File: src/tslg_pkg.sv
`timescale 1ns / 1ps

package tslg_pkg;

  // strip geometry and field widths
  localparam int STRIP_LENGTH = 256;
  localparam int POS_W        = 8;
  localparam int COLOR_W      = 8;
  localparam int BOUND_W      = 9;
  localparam int NUM_CH       = 3;

  // ramp divider: numerator k*d + (n-1) fits in BOUND_W + COLOR_W bits,
  // quotient never exceeds the colour span
  localparam int NUM_W          = BOUND_W + COLOR_W;
  localparam int Q_W            = COLOR_W;
  localparam int BITS_PER_STAGE = 2;
  localparam int DIV_STAGES     = Q_W / BITS_PER_STAGE;

  // configuration port
  localparam int CFG_IDX_W = 3;

  typedef enum logic [CFG_IDX_W-1:0] {
    CFG_BOUND_ONE   = 3'd0,
    CFG_BOUND_TWO   = 3'd1,
    CFG_BOUND_THREE = 3'd2,
    CFG_BOUND_FOUR  = 3'd3,
    CFG_BOUND_FIVE  = 3'd4,
    CFG_BOUND_SIX   = 3'd5
  } cfg_reg_t;

  typedef logic [COLOR_W-1:0] color_t;
  typedef color_t [NUM_CH-1:0] rgb_t;
  typedef logic [BOUND_W-1:0] bound_t;
  typedef logic [NUM_W-1:0]   num_t;
  typedef logic [Q_W-1:0]     quot_t;

  // control that travels with each beat
  typedef struct packed {
    logic valid;
    logic written;
  } beat_ctl_t;

endpackage

File: src/tslg_ramp.sv
`timescale 1ns / 1ps

module tslg_ramp import tslg_pkg::*; (
  input  logic                 clk,
  input  logic                 rst_n,
  input  beat_ctl_t            ctl_i,
  input  bound_t               k_i,
  input  bound_t               n_i,
  input  rgb_t                 s_i,
  input  rgb_t                 d_i,
  input  logic [NUM_CH-1:0]    neg_i,
  output beat_ctl_t            ctl_o,
  output rgb_t                 rgb_o
);

  // multiply stage
  beat_ctl_t          m_ctl_r, m_ctl_nxt;
  num_t [NUM_CH-1:0]  m_num_r, m_num_nxt;
  bound_t             m_n_r;
  rgb_t               m_s_r;
  logic [NUM_CH-1:0]  m_neg_r;

  // divider stages
  beat_ctl_t                          dv_ctl_r   [DIV_STAGES];
  beat_ctl_t                          dv_ctl_nxt [DIV_STAGES];
  num_t [NUM_CH-1:0]                  dv_rem_r   [DIV_STAGES];
  num_t [NUM_CH-1:0]                  dv_rem_nxt [DIV_STAGES];
  logic [NUM_CH-1:0][Q_W-1:0]         dv_q_r     [DIV_STAGES];
  logic [NUM_CH-1:0][Q_W-1:0]         dv_q_nxt   [DIV_STAGES];
  bound_t                             dv_n_r     [DIV_STAGES];
  bound_t                             dv_n_nxt   [DIV_STAGES];
  rgb_t                               dv_s_r     [DIV_STAGES];
  rgb_t                               dv_s_nxt   [DIV_STAGES];
  logic [NUM_CH-1:0]                  dv_neg_r   [DIV_STAGES];
  logic [NUM_CH-1:0]                  dv_neg_nxt [DIV_STAGES];

  // output stage
  beat_ctl_t out_ctl_r;
  rgb_t      out_rgb_r, out_rgb_nxt;

  // form k*d, plus n-1 where the ramp falls so the quotient rounds up and the colour rounds down
  always_comb begin
    m_ctl_nxt = ctl_i;
    for (int ch = 0; ch < NUM_CH; ch++) begin
      m_num_nxt[ch] = NUM_W'(k_i) * NUM_W'(d_i[ch]);
      if (neg_i[ch]) begin
        m_num_nxt[ch] = m_num_nxt[ch] + NUM_W'(n_i) - NUM_W'(1);
      end
    end
  end

  always_ff @(posedge clk) begin
    if (!rst_n) begin
      m_ctl_r <= '0;
    end else begin
      m_ctl_r <= m_ctl_nxt;
    end
  end

  always_ff @(posedge clk) begin
    m_num_r <= m_num_nxt;
    m_n_r   <= n_i;
    m_s_r   <= s_i;
    m_neg_r <= neg_i;
  end

  // restoring division, BITS_PER_STAGE quotient bits per stage
  always_comb begin
    int   bit_idx;
    num_t shifted;
    for (int st = 0; st < DIV_STAGES; st++) begin
      if (st == 0) begin
        dv_ctl_nxt[st] = m_ctl_r;
        dv_rem_nxt[st] = m_num_r;
        dv_q_nxt[st]   = '0;
        dv_n_nxt[st]   = m_n_r;
        dv_s_nxt[st]   = m_s_r;
        dv_neg_nxt[st] = m_neg_r;
      end else begin
        dv_ctl_nxt[st] = dv_ctl_r[st-1];
        dv_rem_nxt[st] = dv_rem_r[st-1];
        dv_q_nxt[st]   = dv_q_r[st-1];
        dv_n_nxt[st]   = dv_n_r[st-1];
        dv_s_nxt[st]   = dv_s_r[st-1];
        dv_neg_nxt[st] = dv_neg_r[st-1];
      end
      for (int ch = 0; ch < NUM_CH; ch++) begin
        for (int j = 0; j < BITS_PER_STAGE; j++) begin
          bit_idx = Q_W - 1 - st * BITS_PER_STAGE - j;
          shifted = NUM_W'(dv_n_nxt[st]) << bit_idx;
          if (dv_rem_nxt[st][ch] >= shifted) begin
            dv_rem_nxt[st][ch]        = dv_rem_nxt[st][ch] - shifted;
            dv_q_nxt[st][ch][bit_idx] = 1'b1;
          end
        end
      end
    end
  end

  always_ff @(posedge clk) begin
    if (!rst_n) begin
      for (int st = 0; st < DIV_STAGES; st++) begin
        dv_ctl_r[st] <= '0;
      end
    end else begin
      for (int st = 0; st < DIV_STAGES; st++) begin
        dv_ctl_r[st] <= dv_ctl_nxt[st];
      end
    end
  end

  always_ff @(posedge clk) begin
    for (int st = 0; st < DIV_STAGES; st++) begin
      dv_rem_r[st] <= dv_rem_nxt[st];
      dv_q_r[st]   <= dv_q_nxt[st];
      dv_n_r[st]   <= dv_n_nxt[st];
      dv_s_r[st]   <= dv_s_nxt[st];
      dv_neg_r[st] <= dv_neg_nxt[st];
    end
  end

  // step from the start colour by the quotient
  always_comb begin
    for (int ch = 0; ch < NUM_CH; ch++) begin
      if (dv_neg_r[DIV_STAGES-1][ch]) begin
        out_rgb_nxt[ch] = dv_s_r[DIV_STAGES-1][ch] - dv_q_r[DIV_STAGES-1][ch];
      end else begin
        out_rgb_nxt[ch] = dv_s_r[DIV_STAGES-1][ch] + dv_q_r[DIV_STAGES-1][ch];
      end
    end
  end

  always_ff @(posedge clk) begin
    if (!rst_n) begin
      out_ctl_r <= '0;
    end else begin
      out_ctl_r <= dv_ctl_r[DIV_STAGES-1];
    end
  end

  always_ff @(posedge clk) begin
    out_rgb_r <= out_rgb_nxt;
  end

  assign ctl_o = out_ctl_r;
  assign rgb_o = out_rgb_r;

endmodule

File: src/three_stop_led_gradient_core.sv
`timescale 1ns / 1ps

// Channel   Handshake                  Payload
// --------  -------------------------  ---------------------------------------
// input     start & !busy              in_led_position, in_{first,second,
//                                      third}_{red,green,blue}
// result    out_strobe (one cycle)     out_red, out_green, out_blue,
//                                      out_pixel_written
// config    cfg_we                     cfg_index, cfg_data
//
// busy is never raised: one beat may be taken every clock.
// A result passes through segment select, multiply, four divider stages of
// two quotient bits each, then the output register.
// Synchronous active-low reset clears the boundaries and all valid bits.
// The receiver cannot stall, so the pipeline always advances.

module three_stop_led_gradient_core import tslg_pkg::*; (
  input  logic                 clk,
  input  logic                 rst_n,
  input  logic                 start,
  output logic                 busy,
  input  logic [POS_W-1:0]     in_led_position,
  input  logic [COLOR_W-1:0]   in_first_red,
  input  logic [COLOR_W-1:0]   in_first_green,
  input  logic [COLOR_W-1:0]   in_first_blue,
  input  logic [COLOR_W-1:0]   in_second_red,
  input  logic [COLOR_W-1:0]   in_second_green,
  input  logic [COLOR_W-1:0]   in_second_blue,
  input  logic [COLOR_W-1:0]   in_third_red,
  input  logic [COLOR_W-1:0]   in_third_green,
  input  logic [COLOR_W-1:0]   in_third_blue,
  output logic                 out_strobe,
  output logic [COLOR_W-1:0]   out_red,
  output logic [COLOR_W-1:0]   out_green,
  output logic [COLOR_W-1:0]   out_blue,
  output logic                 out_pixel_written,
  input  logic                 cfg_we,
  input  logic [CFG_IDX_W-1:0] cfg_index,
  input  logic [BOUND_W-1:0]   cfg_data
);

  // boundary registers
  bound_t bound_one_r, bound_two_r, bound_three_r;
  bound_t bound_four_r, bound_five_r, bound_six_r;

  // select stage
  beat_ctl_t         s1_ctl_r, s1_ctl_nxt;
  bound_t            s1_k_r, s1_k_nxt;
  bound_t            s1_n_r, s1_n_nxt;
  rgb_t              s1_s_r;
  rgb_t              s1_d_r, s1_d_nxt;
  logic [NUM_CH-1:0] s1_neg_r, s1_neg_nxt;

  rgb_t   col_a, col_b, col_c;
  rgb_t   from_rgb, to_rgb;
  bound_t pos9;
  logic   accept;

  beat_ctl_t ramp_ctl;
  rgb_t      ramp_rgb;

  assign busy   = 1'b0;
  assign accept = start & ~busy;

  assign col_a = {in_first_blue, in_first_green, in_first_red};
  assign col_b = {in_second_blue, in_second_green, in_second_red};
  assign col_c = {in_third_blue, in_third_green, in_third_red};
  assign pos9  = BOUND_W'(in_led_position);

  // hold the boundaries; drop writes to unknown indexes
  always_ff @(posedge clk) begin
    if (!rst_n) begin
      bound_one_r   <= '0;
      bound_two_r   <= '0;
      bound_three_r <= '0;
      bound_four_r  <= '0;
      bound_five_r  <= '0;
      bound_six_r   <= '0;
    end else if (cfg_we) begin
      unique case (cfg_reg_t'(cfg_index))
        CFG_BOUND_ONE:   bound_one_r   <= cfg_data;
        CFG_BOUND_TWO:   bound_two_r   <= cfg_data;
        CFG_BOUND_THREE: bound_three_r <= cfg_data;
        CFG_BOUND_FOUR:  bound_four_r  <= cfg_data;
        CFG_BOUND_FIVE:  bound_five_r  <= cfg_data;
        CFG_BOUND_SIX:   bound_six_r   <= cfg_data;
        default: ;
      endcase
    end
  end

  // pick the segment; solid and unwritten beats become a ramp with k = 0
  always_comb begin
    from_rgb           = '0;
    to_rgb             = '0;
    s1_k_nxt           = '0;
    s1_n_nxt           = BOUND_W'(1);
    s1_ctl_nxt.valid   = accept;
    s1_ctl_nxt.written = 1'b1;
    priority if (int'(in_led_position) >= STRIP_LENGTH) begin
      s1_ctl_nxt.written = 1'b0;
    end else if (pos9 < bound_one_r) begin
      from_rgb = col_a;
      to_rgb   = col_a;
    end else if (pos9 < bound_two_r) begin
      from_rgb = col_a;
      to_rgb   = col_b;
      s1_k_nxt = pos9 - bound_one_r;
      s1_n_nxt = bound_two_r - bound_one_r;
    end else if (pos9 < bound_three_r) begin
      from_rgb = col_b;
      to_rgb   = col_b;
    end else if (pos9 < bound_four_r) begin
      from_rgb = col_b;
      to_rgb   = col_c;
      s1_k_nxt = pos9 - bound_three_r;
      s1_n_nxt = bound_four_r - bound_three_r;
    end else if (pos9 < bound_five_r) begin
      from_rgb = col_c;
      to_rgb   = col_c;
    end else if (pos9 < bound_six_r) begin
      from_rgb = col_c;
      to_rgb   = col_a;
      s1_k_nxt = pos9 - bound_five_r;
      s1_n_nxt = bound_six_r - bound_five_r;
    end else begin
      s1_ctl_nxt.written = 1'b0;
    end
    for (int ch = 0; ch < NUM_CH; ch++) begin
      s1_neg_nxt[ch] = to_rgb[ch] < from_rgb[ch];
      s1_d_nxt[ch]   = s1_neg_nxt[ch] ? from_rgb[ch] - to_rgb[ch]
                                      : to_rgb[ch] - from_rgb[ch];
    end
  end

  always_ff @(posedge clk) begin
    if (!rst_n) begin
      s1_ctl_r <= '0;
    end else begin
      s1_ctl_r <= s1_ctl_nxt;
    end
  end

  always_ff @(posedge clk) begin
    s1_k_r   <= s1_k_nxt;
    s1_n_r   <= s1_n_nxt;
    s1_s_r   <= from_rgb;
    s1_d_r   <= s1_d_nxt;
    s1_neg_r <= s1_neg_nxt;
  end

  // interpolate: multiply, divide, step
  tslg_ramp u_ramp (
    .clk   (clk),
    .rst_n (rst_n),
    .ctl_i (s1_ctl_r),
    .k_i   (s1_k_r),
    .n_i   (s1_n_r),
    .s_i   (s1_s_r),
    .d_i   (s1_d_r),
    .neg_i (s1_neg_r),
    .ctl_o (ramp_ctl),
    .rgb_o (ramp_rgb)
  );

  assign out_strobe        = ramp_ctl.valid;
  assign out_pixel_written = ramp_ctl.written;
  assign out_red           = ramp_rgb[0];
  assign out_green         = ramp_rgb[1];
  assign out_blue          = ramp_rgb[2];

endmodule
File: config.mk
export PLATFORM = sky130hd
export DESIGN_NAME = three_stop_led_gradient_core
export DESIGN_NICKNAME = d
export VERILOG_FILES = /design/src/tslg_pkg.sv /design/src/tslg_ramp.sv /design/src/three_stop_led_gradient_core.sv
export SDC_FILE = /design/constraint.sdc
export NUM_CORES = 2
export LEC_CHECK = 0
export BUFFER_PORTS_ARGS = -buffer_cell sky130_fd_sc_hd__clkbuf_2
export CELL_PAD_IN_SITES_DETAIL_PLACEMENT = 0
export CELL_PAD_IN_SITES_GLOBAL_PLACEMENT = 1
export CORE_ASPECT_RATIO = 0.75
export CORE_MARGIN = 2
export CORE_UTILIZATION = 40
export DETAILED_ROUTE_END_ITERATION = 10
export PLACE_DENSITY_LB_ADDON = 0.25
export SLEW_MARGIN = 10
export SYNTH_ARGS = -nofsm -noshare
export SYNTH_HDL_FRONTEND = slang
export SYNTH_SLANG_ARGS = --single-unit
File: constraint.sdc
create_clock -name clk -period 7.1 [get_ports clk]
set_input_delay 0.71 -clock clk [delete_from_list [all_inputs] [get_ports clk]]
set_output_delay 0.71 -clock clk [all_outputs]
set_load 0.005 [all_outputs]
==> summary.txt <==
Worst slew pin tran: 1130 ps
Buffers on Ports: 121
Drc violations: 0
# setup viols final: 0
Area contributors post-synth: dfxtp_1 (28%), ha_1 (16%), fa_1 (7.8%)
Die area: 109000 µm²
Routability Congestion: 0.876
Post-Route WL: 115 mm
Syn Nets: 5595
Diodes inserted: 0
Crit share post-route: 90.9%
Detailed-placement wirelength estimate: 92.8 mm
Final Hold Viols: 0
Initial DRC count: 2350
Reg2Reg Depth: 23
WL met1: 63.2 mm
Tmin final: 6460 ps
Slew Limit Headroom: 24.1%
R2r setup slk: 640 ps
Total gr overflow: 0
Worst hold path class: input pin to register
Filler Cell Count: 10353
Wire length on met2: 45.1 mm
Crit path launch type: register
Max-cap violations: 0
Yosys warns: 0
Reg clk slew, reported paths: 60 ps
Core ar.: 105000 µm²
Clock Sinks: 596
# rows: 103
DR top layer: met5
Post-synth EDFFs: 0
Synth Flop Type: dfxtp_1
Die Span X: 380 µm
Critical Path RT: 7610 ps
Pins Over Slew Limit: 0
# hold bufs at CTS: 0
Syn Area/Cell: 8.82 µm²
DR vias/cell: 5.16
Post-synthesis instance total: 4800
H-tree Lvls: 3
WS Path Type: register to register
Fmax: 155 MHz
#FFs+latches synth: 596
Antenna-violating nets left: 0
Register area share after synthesis: 28.2%
Antenna violations before repair: 4
Initial core utilization: 40.3%
Worst hold stages: 2
Drt pass-1 iters: 6
Critical Path Fanout Max: 14
Worst path arrival time: 6970 ps
Ports: 123
Netlist Area Pre-Place: 42300 µm²
Crit path launch: s1_k_r[4]$_SDFF_PP0_
CTS tree: done
RSZ-0062 raised after global routing: false
Hold wc startpoint: start
Total CTS buffers: 66
Area leader, netlist: dfxtp_1
Area growth syn-to-layout: 11.2%
Clock buffer depth: 3
First-pass GRT wire length: 183 mm
Gr usage total: 21.1%
# nets final: 5731
Met3 WL: 4.58 mm
TNS Setup: 0 ps
Worst r2r src: s1_k_r[4]$_SDFF_PP0_
R2R Path End: u_ramp.m_num_r[16]$_DFF_P_
Ratio of cells with drive above 1 in the final layout: 8.28%
Worst Skew: 51.6 ps
# resized after CTS: 0
Vias: 33033
Run status: finished, final reports clean
Largest net degree at the start of global routing: 74
Worst Hold Endpoint: s1_ctl_r[1]$_SDFF_PN0_
Mean routed wirelength per cell: 17.9 µm
Synth cell types: 95
Setup Fix Bufs, Post-CTS: 0
Asr flop ratio synth: 0%
Vias in the first global route: 31761
Worst skew pair latency: 660 ps
CTS root buf: clkbuf_16
Share of Yosys cell area claimed by the top area cell type: 28.2%
Setup crit end kind: register
Die Y-Extent: 286 µm
-- cells by family (layout without fill, tap and decap cells) --
family                     after synthesis  count (layout)  synth area share [%]
other                                    1               1               0.00886
AOI/OAI and AO/OA                     1136            1136                  17.7
DFF                                    596             596                  28.2
buffers and inverters                  655             842                  5.95
xor gates and xnor gates               315             315                  6.52
muxes                                  122             122                  3.10
and+or+nand+nor                       1276            1276                  15.0
adders and majority gates              699             699                  23.6
-- layout by cell type, fill, tap and decap left out, types with 105 or more instances in the layout --
cell | Yosys | layout
dfxtp_1 | 596 | 596
inv_1 | 542 | 542
ha_1 | 534 | 534
nand2_1 | 386 | 386
a21oi_1 | 266 | 265
o21ai_0 | 248 | 248
nor2_1 | 246 | 244
xnor2_1 | 211 | 211
and2_1 | 203 | 203
fa_1 | 165 | 165
a21o_1 | 147 | 147
clkbuf_2 | 0 | 120
nor2b_1 | 105 | 105
-- Yosys cell counts, drive strengths merged (12+ instances only) --
master	count
o21ai	254
buf	22
ha	534
a221o	28
or2	17
clkbuf	87
xnor2	211
mux2i	52
nand4	26
and3	25
nor2b	105
and2	203
o22ai	20
a22oi	38
a2111oi	13
o31ai	28
a21o	147
a21oi	267
nand3	66
o21a	37
or3	19
mux2	70
xor2	104
a31oi	35
nand2b	44
o21bai	34
nor4	18
inv	544
a21boi	81
nor2	248
dfxtp	596
a221oi	30
or4	12
nand2	386
o211ai	20
a211oi	30
nor3	70
fa	165
-- metrics by stage --
| step | util [%] | cells | cell area, µm² | hold slack, ps | worst slack, ps |
|---|---|---|---|---|---|
| 6_report | 44.8 | 6404 | 47100 | 259 | 645 |
| 5_1_grt | 44.8 | 6404 | 47100 | 254 | 83.4 |
| 4_1_cts | 44.8 | 6404 | 47100 | 210 | 700 |
| 3_5_place_dp | 42.6 | 6285 | 44700 | 312 | 232 |
| 3_3_place_gp | 42.6 | 6285 | 44700 | 310 | 173 |
| 2_1_floorplan | - | 4800 | 42300 | 310 | 1260 |
-- cell type report --
type | instances | area (µm²) | area share [%]
Clock buffer | 85 | 1840 | 3.91
Clock inverter | 34 | 518 | 1.10
Inverter | 546 | 2050 | 4.36
Multi-Input combinational cell | 3549 | 27900 | 59.3
Sequential cell | 596 | 11900 | 25.3
Tap cell | 1417 | 1770 | 3.76
Timing Repair Buffer | 177 | 1040 | 2.20
-- routing by layer --
layer	track usage, %	vias up
li1	-	16776
met1	33.5	15485
met2	30.1	650
met3	2.60	120
met4	3.86	2
met5	0	-
-- worst max path at each step --
| stage | to | slack (ps) | cells after the start |
|---|---|---|---|
| floorplan | u_ramp.m_num_r[49]$_DFF_P_ | 1260 | 22 |
| global placement | s1_d_r[5]$_DFF_P_ | 170 | 24 |
| detailed placement | s1_d_r[5]$_DFF_P_ | 230 | 24 |
| CTS | u_ramp.m_num_r[16]$_DFF_P_ | 700 | 23 |
| global route | s1_d_r[5]$_DFF_P_ | 80 | 24 |
| finish | u_ramp.m_num_r[16]$_DFF_P_ | 640 | 23 |
-- worst max-delay path, stage by stage (launching register included) --
cell	delay [ps]
dfxtp_1	630
buf_4	300
nand2_1	100
fa_1	510
fa_1	540
inv_1	50
fa_1	470
inv_1	50
fa_1	470
inv_1	40
ha_1	390
nand3_1	130
o2111ai_1	250
nand2_1	100
xnor2_1	260
inv_1	170
ha_1	370
nand2_1	110
o21ai_0	390
nand2_1	90
o21ai_0	360
nor4b_1	290
nor3_1	110
xnor2_1	150
-- state kept, by name (all words and copies together), names as in the netlist, 12 cells and up --
| signal | flops |
|---|---|
| u_ramp.dv_rem_r | 153 |
| u_ramp.dv_n_r | 27 |
| s1_d_r | 24 |
| u_ramp.dv_q_r | 60 |
| u_ramp.rgb_o | 24 |
| s1_s_r | 24 |
| u_ramp.dv_s_r | 96 |
| u_ramp.dv_s_nxt | 24 |
| u_ramp.dv_neg_r | 12 |
| u_ramp.m_num_r | 51 |
Power is not shown: default switching activity piles up to over one toggle a cycle in this logic, so the estimate is an artifact.
